<file path="src/hw/rtl/ame_pkg.sv">
`timescale 1ns / 1ps

package ame_pkg;

  // fixed field widths of the instruction and result transactions
  localparam int OPCODE_W   = 7;
  localparam int ADDR_W     = 7;
  localparam int IN_VALUE_W = 32;
  localparam int KIND_W     = 3;
  localparam int VALUE_W    = 32;

  localparam int MEMORY_WORDS_DEF = 128;
  localparam int WORD_BITS_DEF    = 32;

  localparam logic [OPCODE_W-1:0] OP_INPUT     = 7'd10;
  localparam logic [OPCODE_W-1:0] OP_OUTPUT    = 7'd11;
  localparam logic [OPCODE_W-1:0] OP_LOAD      = 7'd20;
  localparam logic [OPCODE_W-1:0] OP_STORE     = 7'd21;
  localparam logic [OPCODE_W-1:0] OP_ADD       = 7'd30;
  localparam logic [OPCODE_W-1:0] OP_SUB       = 7'd31;
  localparam logic [OPCODE_W-1:0] OP_DIV       = 7'd32;
  localparam logic [OPCODE_W-1:0] OP_GOTO      = 7'd40;
  localparam logic [OPCODE_W-1:0] OP_NEG_GOTO  = 7'd41;
  localparam logic [OPCODE_W-1:0] OP_ZERO_GOTO = 7'd42;
  localparam logic [OPCODE_W-1:0] OP_HALT      = 7'd43;

  localparam logic [KIND_W-1:0] KIND_NONE    = 3'd0;
  localparam logic [KIND_W-1:0] KIND_OUTPUT  = 3'd1;
  localparam logic [KIND_W-1:0] KIND_JUMP    = 3'd2;
  localparam logic [KIND_W-1:0] KIND_HALT    = 3'd3;
  localparam logic [KIND_W-1:0] KIND_DIVZERO = 3'd4;

  typedef struct packed {
    logic latch_in;
    logic mem_read;
    logic execute;
    logic clear_step;
    logic load_out;
  } ame_cmd_t;

  typedef struct packed {
    logic clear_last;
    logic div_run;
    logic div_done;
  } ame_status_t;

endpackage

</file>
<file path="src/hw/rtl/accumulator_machine_execute.sv">
`timescale 1ns / 1ps
// an accepted instruction passes READ, EXEC and WAIT before its result is loaded into the
// output register; DIV with a non-zero divisor adds the DIV state, run by the serial divider
// no new instruction is accepted until the result of the last one has been loaded
// a finished result waits in the output register while the next instruction is accepted
// reset: accumulator cleared at once; a clearing pass zeroes the data memory word by word,
// during which no instruction is accepted

module accumulator_machine_execute import ame_pkg::*; #(
  parameter int MEMORY_WORDS = MEMORY_WORDS_DEF,
  parameter int WORD_BITS    = WORD_BITS_DEF
) (
  input  logic                         clk,
  input  logic                         rst,
  input  logic                         item_valid,
  output logic                         item_ready,
  input  logic [OPCODE_W-1:0]          opcode,
  input  logic [ADDR_W-1:0]            address,
  input  logic signed [IN_VALUE_W-1:0] input_value,
  output logic                         result_valid,
  input  logic                         result_ready,
  output logic [KIND_W-1:0]            kind,
  output logic signed [VALUE_W-1:0]    value,
  output logic [ADDR_W-1:0]            jump_target
);

  ame_cmd_t    cmd;
  ame_status_t status;

  ame_controller u_controller (
    .clk          (clk),
    .rst          (rst),
    .item_valid   (item_valid),
    .item_ready   (item_ready),
    .result_valid (result_valid),
    .result_ready (result_ready),
    .status       (status),
    .cmd          (cmd)
  );

  ame_datapath #(
    .MEMORY_WORDS (MEMORY_WORDS),
    .WORD_BITS    (WORD_BITS)
  ) u_datapath (
    .clk         (clk),
    .rst         (rst),
    .cmd         (cmd),
    .status      (status),
    .opcode      (opcode),
    .address     (address),
    .input_value (input_value),
    .kind        (kind),
    .value       (value),
    .jump_target (jump_target)
  );

  // one instruction in flight at a time
  a_one_in_flight: assert property (@(posedge clk) disable iff (rst)
    (item_valid && item_ready) |=> !item_ready)
    else $error("second transaction taken while one is in flight");

  // a result still waiting is never overwritten
  a_no_overwrite: assert property (@(posedge clk) disable iff (rst)
    cmd.load_out |-> (!result_valid || result_ready))
    else $error("result register loaded while holding an untaken result");

  a_cmd_exclusive: assert property (@(posedge clk) disable iff (rst)
    $onehot0({cmd.latch_in, cmd.mem_read, cmd.execute, cmd.clear_step, cmd.load_out}))
    else $error("controller issued more than one command");

  // a taken jump is the only result that carries a target
  a_target_only_on_jump: assert property (@(posedge clk) disable iff (rst)
    (result_valid && kind != KIND_JUMP) |-> (jump_target == '0))
    else $error("jump target set on a result that is not a jump");

endmodule

</file>
<file path="src/hw/rtl/ame_divider.sv">
`timescale 1ns / 1ps

module ame_divider import ame_pkg::*; #(
  parameter int WORD_BITS = WORD_BITS_DEF
) (
  input  logic                 clk,
  input  logic                 rst,
  input  logic                 start,
  input  logic [WORD_BITS-1:0] dividend,
  input  logic [WORD_BITS-1:0] divisor,
  output logic                 done,
  output logic [WORD_BITS-1:0] quotient
);

  localparam int CW = $clog2(WORD_BITS + 1);

  logic                 busy;
  logic [CW-1:0]        cnt;
  logic [WORD_BITS-1:0] rem;
  logic [WORD_BITS-1:0] quo;
  logic [WORD_BITS-1:0] dvs;
  logic                 neg;
  logic [WORD_BITS-1:0] mag_a;
  logic [WORD_BITS-1:0] mag_b;
  logic [WORD_BITS:0]   shifted;
  logic [WORD_BITS:0]   trial;

  // magnitudes of the signed operands; the most negative value fits unsigned
  assign mag_a = dividend[WORD_BITS-1] ? -dividend : dividend;
  assign mag_b = divisor[WORD_BITS-1] ? -divisor : divisor;

  assign shifted = {rem, quo[WORD_BITS-1]};
  assign trial   = shifted - {1'b0, dvs};

  always_ff @(posedge clk) begin
    if (rst) begin
      busy <= 1'b0;
      done <= 1'b0;
      cnt  <= '0;
    end else begin
      done <= busy && (cnt == CW'(1));
      if (start) begin
        busy <= 1'b1;
        cnt  <= CW'(WORD_BITS);
      end else if (busy) begin
        cnt <= cnt - CW'(1);
        if (cnt == CW'(1)) begin
          busy <= 1'b0;
        end
      end
    end
  end

  // restoring division, one quotient bit a cycle
  always_ff @(posedge clk) begin
    if (start) begin
      rem <= '0;
      quo <= mag_a;
      dvs <= mag_b;
      neg <= dividend[WORD_BITS-1] ^ divisor[WORD_BITS-1];
    end else if (busy) begin
      if (!trial[WORD_BITS]) begin
        rem <= trial[WORD_BITS-1:0];
        quo <= {quo[WORD_BITS-2:0], 1'b1};
      end else begin
        rem <= shifted[WORD_BITS-1:0];
        quo <= {quo[WORD_BITS-2:0], 1'b0};
      end
    end
  end

  assign quotient = neg ? -quo : quo;

endmodule

</file>
<file path="src/hw/rtl/ame_datapath.sv">
`timescale 1ns / 1ps

module ame_datapath import ame_pkg::*; #(
  parameter int MEMORY_WORDS = MEMORY_WORDS_DEF,
  parameter int WORD_BITS    = WORD_BITS_DEF
) (
  input  logic                         clk,
  input  logic                         rst,
  input  ame_cmd_t                     cmd,
  output ame_status_t                  status,
  input  logic [OPCODE_W-1:0]          opcode,
  input  logic [ADDR_W-1:0]            address,
  input  logic signed [IN_VALUE_W-1:0] input_value,
  output logic [KIND_W-1:0]            kind,
  output logic signed [VALUE_W-1:0]    value,
  output logic [ADDR_W-1:0]            jump_target
);

  localparam int IW = $clog2(MEMORY_WORDS);
  localparam int RW = (IW + 1 > ADDR_W) ? IW + 1 : ADDR_W;

  logic [OPCODE_W-1:0]   op_q;
  logic [ADDR_W-1:0]     addr_q;
  logic [WORD_BITS-1:0]  in_word;
  logic [WORD_BITS-1:0]  acc;
  logic [WORD_BITS-1:0]  mem [MEMORY_WORDS];
  logic [WORD_BITS-1:0]  mem_rdata;
  logic [IW-1:0]         clr_cnt;
  logic [RW-1:0]         red;
  logic [IW-1:0]         idx;
  logic                  mem_we;
  logic [IW-1:0]         mem_waddr;
  logic [WORD_BITS-1:0]  mem_wdata;
  logic                  div_start;
  logic                  div_done;
  logic [WORD_BITS-1:0]  div_quotient;
  logic [KIND_W-1:0]     kind_c;
  logic [VALUE_W-1:0]    value_c;
  logic [ADDR_W-1:0]     target_c;
  logic [KIND_W-1:0]     pend_kind;
  logic [VALUE_W-1:0]    pend_value;
  logic [ADDR_W-1:0]     pend_target;

  always_ff @(posedge clk) begin
    if (cmd.latch_in) begin
      op_q    <= opcode;
      addr_q  <= address;
      in_word <= WORD_BITS'(input_value);
    end
  end

  // address modulo memory depth by up to eight subtractions, exact while the depth is at least 15
  always_comb begin
    red = RW'(addr_q);
    for (int i = 0; i < 8; i++) begin
      if (red >= RW'(MEMORY_WORDS)) begin
        red = red - RW'(MEMORY_WORDS);
      end
    end
    idx = red[IW-1:0];
  end

  // clearing pass after reset
  always_ff @(posedge clk) begin
    if (rst) begin
      clr_cnt <= '0;
    end else if (cmd.clear_step) begin
      clr_cnt <= clr_cnt + IW'(1);
    end
  end

  assign status.clear_last = (clr_cnt == IW'(MEMORY_WORDS - 1));

  always_comb begin
    mem_we    = cmd.clear_step ||
                (cmd.execute && (op_q == OP_INPUT || op_q == OP_STORE));
    mem_waddr = cmd.clear_step ? clr_cnt : idx;
    if (cmd.clear_step) begin
      mem_wdata = '0;
    end else if (op_q == OP_INPUT) begin
      mem_wdata = in_word;
    end else begin
      mem_wdata = acc;
    end
  end

  always_ff @(posedge clk) begin
    if (mem_we) begin
      mem[mem_waddr] <= mem_wdata;
    end
    if (cmd.mem_read) begin
      mem_rdata <= mem[idx];
    end
  end

  assign div_start      = cmd.execute && (op_q == OP_DIV) && (mem_rdata != '0);
  assign status.div_run = (op_q == OP_DIV) && (mem_rdata != '0);
  assign status.div_done = div_done;

  ame_divider #(
    .WORD_BITS (WORD_BITS)
  ) u_divider (
    .clk      (clk),
    .rst      (rst),
    .start    (div_start),
    .dividend (acc),
    .divisor  (mem_rdata),
    .done     (div_done),
    .quotient (div_quotient)
  );

  always_ff @(posedge clk) begin
    if (rst) begin
      acc <= '0;
    end else if (cmd.execute) begin
      case (op_q)
        OP_LOAD: acc <= mem_rdata;
        OP_ADD:  acc <= acc + mem_rdata;
        OP_SUB:  acc <= acc - mem_rdata;
        default: ;
      endcase
    end else if (div_done) begin
      acc <= div_quotient;
    end
  end

  always_comb begin
    kind_c   = KIND_NONE;
    value_c  = '0;
    target_c = '0;
    unique case (op_q)
      OP_OUTPUT: begin
        kind_c  = KIND_OUTPUT;
        value_c = VALUE_W'(acc);
      end
      OP_DIV: begin
        if (mem_rdata == '0) begin
          kind_c = KIND_DIVZERO;
        end
      end
      OP_GOTO: begin
        kind_c   = KIND_JUMP;
        target_c = addr_q;
      end
      OP_NEG_GOTO: begin
        if (acc[WORD_BITS-1]) begin
          kind_c   = KIND_JUMP;
          target_c = addr_q;
        end
      end
      OP_ZERO_GOTO: begin
        if (acc == '0) begin
          kind_c   = KIND_JUMP;
          target_c = addr_q;
        end
      end
      OP_HALT: kind_c = KIND_HALT;
      default: ;
    endcase
  end

  always_ff @(posedge clk) begin
    if (cmd.execute) begin
      pend_kind   <= kind_c;
      pend_value  <= value_c;
      pend_target <= target_c;
    end
    if (cmd.load_out) begin
      kind        <= pend_kind;
      value       <= pend_value;
      jump_target <= pend_target;
    end
  end

endmodule

</file>
<file path="src/hw/rtl/ame_controller.sv">
`timescale 1ns / 1ps

module ame_controller import ame_pkg::*; (
  input  logic        clk,
  input  logic        rst,
  input  logic        item_valid,
  output logic        item_ready,
  output logic        result_valid,
  input  logic        result_ready,
  input  ame_status_t status,
  output ame_cmd_t    cmd
);

  typedef enum logic [5:0] {
    S_CLEAR = 6'b000001,
    S_IDLE  = 6'b000010,
    S_READ  = 6'b000100,
    S_EXEC  = 6'b001000,
    S_DIV   = 6'b010000,
    S_WAIT  = 6'b100000
  } state_t;

  state_t state;
  state_t state_next;

  assign item_ready = (state == S_IDLE);

  always_comb begin
    state_next = state;
    cmd        = '0;
    unique case (state)
      S_CLEAR: begin
        cmd.clear_step = 1'b1;
        if (status.clear_last) begin
          state_next = S_IDLE;
        end
      end
      S_IDLE: begin
        if (item_valid) begin
          cmd.latch_in = 1'b1;
          state_next   = S_READ;
        end
      end
      S_READ: begin
        cmd.mem_read = 1'b1;
        state_next   = S_EXEC;
      end
      S_EXEC: begin
        cmd.execute = 1'b1;
        state_next  = status.div_run ? S_DIV : S_WAIT;
      end
      S_DIV: begin
        if (status.div_done) begin
          state_next = S_WAIT;
        end
      end
      S_WAIT: begin
        // output register free or being emptied this cycle
        if (!result_valid || result_ready) begin
          cmd.load_out = 1'b1;
          state_next   = S_IDLE;
        end
      end
      default: state_next = S_IDLE;
    endcase
  end

  always_ff @(posedge clk) begin
    if (rst) begin
      state        <= S_CLEAR;
      result_valid <= 1'b0;
    end else begin
      state <= state_next;
      if (cmd.load_out) begin
        result_valid <= 1'b1;
      end else if (result_ready) begin
        result_valid <= 1'b0;
      end
    end
  end

endmodule
</file>
<file path="config.mk">
export PLATFORM = sky130hd
export DESIGN_NAME = accumulator_machine_execute
export DESIGN_NICKNAME = d
export VERILOG_FILES = /design/src/hw/rtl/ame_pkg.sv /design/src/hw/rtl/accumulator_machine_execute.sv /design/src/hw/rtl/ame_divider.sv /design/src/hw/rtl/ame_datapath.sv /design/src/hw/rtl/ame_controller.sv
export SDC_FILE = /design/constraint.sdc
export NUM_CORES = 2
export LEC_CHECK = 0
export BUFFER_PORTS_ARGS = -buffer_cell sky130_fd_sc_hd__buf_2
export CAP_MARGIN = 20
export CORE_UTILIZATION = 50
export CTS_CLUSTER_SIZE = 30
export DETAILED_ROUTE_END_ITERATION = 16
export HOLD_SLACK_MARGIN = 0.15
export PLACE_DENSITY = 0.68
export REMOVE_ABC_BUFFERS = 1
export SYNTH_ARGS = -nofsm -noshare
export SYNTH_HDL_FRONTEND = slang
export SYNTH_HIERARCHICAL = 1
export SYNTH_SLANG_ARGS = --single-unit
</file>
<file path="constraint.sdc">
create_clock -name clk -period 7.23 [get_ports clk]
set_input_delay 1.0845 -clock clk [delete_from_list [all_inputs] [get_ports clk]]
set_output_delay 1.0845 -clock clk [all_outputs]
set_load 0.02 [all_outputs]
</file>
== After elaboration in Yosys (flattened, before gate mapping) ==
Memory sizes are Yosys's and may differ from the RTL's. A register that Yosys moved wholly into a read port is not among the register bits.
Index checks and enable logic that the tools add are counted.

* Register bits: 281
* Latch bits: 0
* RAM bits: 4096
* ROM bits: 0
* Input bits: 50
* Output and inout port bits: 44
* Logic and storage cells: 116
* Memories: 1

* Add/sub/neg operators: 8
* Multipliers: 0
* Divide/modulo/power cells: 0
* $lt $le $gt $ge: 0
* Equal/unequal tests: 24
* Shift operators: 0
* Mux-type cells: 42
* Bitwise gates (word level): 1
* Reductions and logical operators: 18

{| class="wikitable"
|+ Memory list
! memory !! depth !! width !! read ports !! clocked after memory_dff !! write ports !! line !! text
|-
| u_datapath.mem || 128 || 32 || 1 || 1 || 1 || ame_datapath.sv:26 || <nowiki>logic [WORD_BITS-1:0] mem [MEMORY_WORDS];</nowiki>
|}

{| class="wikitable"
|+ Operator list
! kind !! number
|-
| 2-to-1 mux 32 bit || 9
|-
| negator 32 bit || 3
|-
| case mux 32 bit (3 select lines) || 1
|-
| logical NOT 32 bit || 2
|-
| 2-to-1 mux 6 bit || 7
|-
| case mux 6 bit (6 select lines) || 1
|-
| equality test 7 x 6 -> 1 bit, second input constant || 5
|-
| subtractor 33 x 32 -> 33 bit || 1
|-
| adder 32 bit || 1
|-
| nonzero test 32 bit || 1
|-
| subtractor 32 bit || 1
|-
| 2-to-1 mux 31 bit || 1
|-
| equality test 7 x 5 -> 1 bit, second input constant || 4
|-
| 2-to-1 mux 7 bit || 3
|-
| case mux 7 bit (3 select lines) || 1
|-
| case mux 3 bit (6 select lines) || 1
|-
| 2-to-1 mux 1 bit || 15
|-
| equality test 7 x 4 -> 1 bit, second input constant || 2
|-
| equality test 6 x 1 -> 1 bit, second input constant || 2
|-
| adder 7 x 1 -> 7 bit, second input constant || 1
|-
| equality test 7 bit, second input constant || 1
|-
| equality test 6 x 2 -> 1 bit, second input constant || 1
|-
| equality test 6 x 3 -> 1 bit, second input constant || 1
|-
| equality test 6 x 4 -> 1 bit, second input constant || 1
|-
| other kinds (16) || 27
|}

== Depth between registers and ports, before layout ==
* Word-level depth: 6
* Depth in mapped cells: 19
* Mapped depth without buffers: 17

== Modules after synthesis ==
Netlist, hierarchy kept.

{| class="wikitable"
|+ Modules (own cells, without submodules)
! module !! times used !! cells each !! area each (µm²) !! sequential area each (µm²)
|-
| ame_datapath || 1 || 6986 || 165723.9 || 128643.4
|-
| ame_divider || 1 || 909 || 7770.0 || 2752.6
|-
| ame_controller || 1 || 46 || 419.2 || 140.1
|}

== Least setup slack after synthesis ==
OpenSTA, ideal clock, no wires.

* Path kind: reg2reg
* Start point: register u_controller.state[4]
* End point: register u_datapath.u_divider.quo[0] (enable)
* Setup time: 387 ps
* Data arrival time: 6968 ps
* Required time: 6843 ps
* Path slack: -124 ps
* Cell stages (with the launch flop): 11
* Buffers on the path: 4
* Period minus slack after synthesis: 7354 ps
* Cells stage by stage: dfxtp_1 -> buf_6 -> or4_4 -> nor2_1 -> clkbuf_1 -> inv_1 -> nor3_1 -> clkbuf_1 -> clkbuf_1 -> nor2_1 -> inv_1

{| class="wikitable"
|+ RTL lines
! what !! line !! text
|-
| start, declared || ame_controller.sv:23 || <nowiki>state_t state;</nowiki>
|-
| start signal, assigned || ame_controller.sv:73 || <nowiki>state <= state_next;</nowiki>
|-
| end signal, assigned || ame_divider.sv:58 || <nowiki>quo <= mag_a;</nowiki>
|-
| end signal, assigned || ame_divider.sv:64 || <nowiki>quo <= {quo[WORD_BITS-2:0], 1'b1};</nowiki>
|-
| end signal, assigned || ame_divider.sv:67 || <nowiki>quo <= {quo[WORD_BITS-2:0], 1'b0};</nowiki>
|-
| end, declared || ame_divider.sv:20 || <nowiki>logic [WORD_BITS-1:0] quo;</nowiki>
|}

== Worst setup path in the final report ==
* Start point: register u_datapath.op_q[5]
* End point: register u_datapath.acc[27]

* Word-level cells in the longest chain between the ends: 3
* Elaborated cells between the ends (all ways): 7
* Classes of those cells: eq/ne (4); mux (2); reduce/logical (1)

{| class="wikitable"
|+ Ends and longest elaborated chain
! what !! line !! text
|-
| start, declared || ame_datapath.sv:22 || <nowiki>logic [OPCODE_W-1:0] op_q;</nowiki>
|-
| start signal, assigned || ame_datapath.sv:46 || <nowiki>op_q <= opcode;</nowiki>
|-
| equality test 7 x 5 -> 1 bit || ame_datapath.sv:116 || <nowiki>case (op_q)</nowiki>
|-
| case mux 32 bit (3 select lines) / != test 4 bit (equally long branches) || n/a ||
|-
| 2-to-1 mux 32 bit / AND reduction 2 bit (equally long branches) || n/a ||
|-
| end signal, assigned || ame_datapath.sv:117 || <nowiki>OP_LOAD: acc <= mem_rdata;</nowiki>
|-
| end signal, assigned || ame_datapath.sv:118 || <nowiki>OP_ADD: acc <= acc + mem_rdata;</nowiki>
|-
| end signal, assigned || ame_datapath.sv:119 || <nowiki>OP_SUB: acc <= acc - mem_rdata;</nowiki>
|-
| end, declared || ame_datapath.sv:25 || <nowiki>logic [WORD_BITS-1:0] acc;</nowiki>
|}

Parallel ways exist; a longest one is shown, timed or not.
A chain may end at the register's enable or synchronous reset.

==> reports/qor.log <==
INFO  route          drt_first_pass_iters=6
INFO  grt            number_of_antenna_violations_at_the_first_check_in_global_routing=37
INFO  grt            first_global_vias=85,400
INFO  die            num_io_pins=94
INFO  cts            clock_sinks=4,409
INFO  synthesis      synthesis.yosys.warnings=6
INFO  cts            total_clock_buffers_created_by_cts=434
INFO  sta            setup_viol=0
INFO  synthesis      synth_enable_flop_cells=4,323
INFO  layout         postLayoutCoreUtil=56.8%
INFO  worst_setup_path cp-start-kind=flop
INFO  cts            post-cts-setup-buffer-count=0
INFO  sta            rsz0062_at_grt=false
INFO  pwr            total_power_per_unit_cell_area=263mW/mm²
INFO  synthesis      post_synth_inst_count=7,941
INFO  synthesis      yosys_register_bits=4,409
INFO  route          drt_first_iter_violations=11,900
INFO  grt            grt_pass1_wl=644mm
INFO  route          drt-total-wl=456mm
INFO  worst_setup_path timing.critical_path.to_type=flop
INFO  die            die_height=592µm
INFO  flow_run       drv_cap=0
INFO  worst_setup_path crit_type=reg2reg
INFO  layout         design_area_final=0.197mm²
INFO  placed_design  place.port_buffers=93
INFO  sta            timing.hold.ws=0.283ns
INFO  worst_hold_path tightest_hold_check_type=in2reg
INFO  sta            period_share=78.3%
INFO  cts            clockRootBuffer=sky130_fd_sc_hd__clkbuf_16
INFO  route          remaining_drc_errors=0
INFO  pwr            total_leakage_power=62.8nW
INFO  sta            worst_pin_slew=1.29ns
INFO  sta            setup_slack_of_the_critical_path_after_layout=1.57ns
INFO  placed_design  numPlacedInstances=12,500
INFO  sta            slew_limit_fails=0
INFO  worst_setup_path crit_required=8.10ns
INFO  layout         flow.area_growth_from_synthesis=13.0%
INFO  sta            setup_tns=0ns
INFO  synthesis      share_of_flip_flops_with_an_asynchronous_set_or_reset_after_synthesis=0%
INFO  pwr            power_after_layout=51.8mW
INFO  route          antenna_violation_net_count_after_detailed_routing=0
INFO  cts            clock_tree.buffer_depth=4
INFO  layout         final_common_cell=sky130_fd_sc_hd__edfxtp_1
INFO  layout         nFillCells=24,500
INFO  die            dieWidth=592µm
INFO  sta            worst_clock_skew=0.0653ns
INFO  grt            grt_usage=26.1%
INFO  cts            clock_tree.htree_level_count=5
INFO  die            initial_core_util=50.2%
INFO  synthesis      synthDistinctLibCells=80
INFO  sta            hold_viol=0
INFO  grt            globalRouteOverflowTotal=0
INFO  cts            cts_tree=yes
INFO  route          post_drt_wl_per_cell=34.3µm
INFO  worst_setup_path max_fanout_on_critical_path=19
INFO  layout         mostFrequentLayoutCells=4,323 x sky130_fd_sc_hd__edfxtp_1, 1,344 x sky130_fd_sc_hd__mux4_2, 444 x sky130_fd_sc_hd__clkbuf_16
INFO  sta            max_clock_freq=0.177GHz
INFO  layout         nNetsFinal=8,467
INFO  cts            cts.clk_slew.worst_paths=0.06ns
INFO  synthesis      syn_area_per_cell=21.9µm²
INFO  outcome        run_status=completed
INFO  sta            period_minus_ws_final=5.66ns
INFO  grt            grt_start_max_net_pins=141
INFO  synthesis      yosysSeqAreaShare=75.6%
INFO  placed_design  dp_hpwl=268mm
INFO  synthesis      netlist_area_before_placement=0.174mm²
INFO  synthesis      synthFlopType=sky130_fd_sc_hd__edfxtp_1
INFO  worst_setup_path worst-endpoint-arrival=6.54ns
INFO  cts            cts_hold_buffers=0
INFO  die            std_cell_rows=216
INFO  placed_design  pre_cts_ws=1.75ns
INFO  placed_design  placedInstanceArea=0.182mm²
INFO  layout         layout_cells_sized_above_1=29.1%
INFO  die            die_area=0.350mm²
INFO  cts            cts_resized=0
INFO  route          detail_route.vias_per_cell=6.45
INFO  cts            worst_skew_pair.late_latency=0.97ns
INFO  pwr            worst_ir_drop_vdd=0.220mV
INFO  sta            worst_slew_margin_rel=14.1%
INFO  layout         layoutNonFillerInstCount=13,300
INFO  die            placeableCoreArea=0.346mm²
INFO  route          dr_total_vias=85,800
INFO  placed_design  gp_congestion=0.918
-- area by class of cell --
class | instances | area [µm²] | area share [%]
well taps | 4578 | 5730 | 2.91
clock buffers | 537 | 11500 | 5.85
diodes | 19 | 47.5 | 0.0242
inverters | 74 | 278 | 0.141
clock inverters | 264 | 2440 | 1.24
multi-input cells | 3047 | 41800 | 21.3
repair buffers | 379 | 3210 | 1.63
flip-flops and latches | 4409 | 132000 | 66.9
-- report_power, final --
group	total, mW	internal, mW	switching [mW]
clock	22.2	12.6	9.55
sequential	28.0	27.9	0.0887
combinational	1.57	0.501	1.07
total	51.8	41.1	10.7
-- cells in the mapped netlist (all sizes together), types with 25 or more instances --
cell	n	area, µm²
o31ai	40	319
o21ai	111	556
edfxtp	4323	130000
and2	45	282
a21oi	161	806
or3	30	199
ha	70	876
nor2	268	1010
mux4	1344	30300
inv	73	274
clkbuf	244	916
nor4	25	169
a21o	30	225
nand3	45	230
o211ai	27	203
xnor2	112	988
dfxtp	86	1720
xor2	73	639
nand2	372	1400
buf	167	782
nor3	40	210
-- critical path, stage by stage (launching register included) --
cell	delay [ns]
sky130_fd_sc_hd__edfxtp_1	0.47
sky130_fd_sc_hd__nor3_1	0.45
sky130_fd_sc_hd__and3_1	0.63
sky130_fd_sc_hd__nand2_1	0.66
sky130_fd_sc_hd__o31ai_1	0.27
sky130_fd_sc_hd__xor2_1	0.22
sky130_fd_sc_hd__ha_1	0.31
sky130_fd_sc_hd__a21o_1	0.18
sky130_fd_sc_hd__a21oi_1	0.27
sky130_fd_sc_hd__a211oi_1	0.21
sky130_fd_sc_hd__o311ai_0	0.62
sky130_fd_sc_hd__a21oi_1	0.19
sky130_fd_sc_hd__o41ai_1	0.51
sky130_fd_sc_hd__xnor2_1	0.19
sky130_fd_sc_hd__mux2i_1	0.10
sky130_fd_sc_hd__a221oi_1	0.27
-- flip-flops by register name, indices dropped and copies added (netlist names), 32 cells and up --
signal,cells
u_datapath/value,32
u_datapath/pend_value,32
u_datapath/mem,4096
u_datapath/u_divider/quo,32
u_datapath/mem_rdata,32
u_datapath/acc,32
u_datapath/u_divider/dvs,32
u_datapath/in_word,32
u_datapath/u_divider/rem,32
-- per-layer routing --
metal	wire (µm)	track usage [%]	share of wire, %
met5	553	0	0.12
met3	46900	5.57	10
met1	172000	36.1	38
met2	218000	41.2	48
met4	18900	9.82	4.1
-- final timing paths --
path	from	end	slack, ns	cells after the start
worst max-delay path	u_datapath/op_q[5]	u_datapath/acc[27]	1.57	15
worst min-delay path	input_value[9]	u_datapath/in_word[9]	0.28	1
worst max register to register	u_datapath/op_q[5]	u_datapath/acc[27]	1.57	15
worst min register to register	u_datapath/pend_value[17]	u_datapath/value[17]	0.42	0
-- kinds of logic after synthesis --
family	count (synthesis)	synth area share, %
flops	4409	75.6
xor+xnor	185	0.936
compound gates	492	1.81
simple gates	942	2.48
fa+ha+maj	72	0.527
mux	1356	17.5
buf+inv	485	1.14
(Power assumes the default switching activity.)
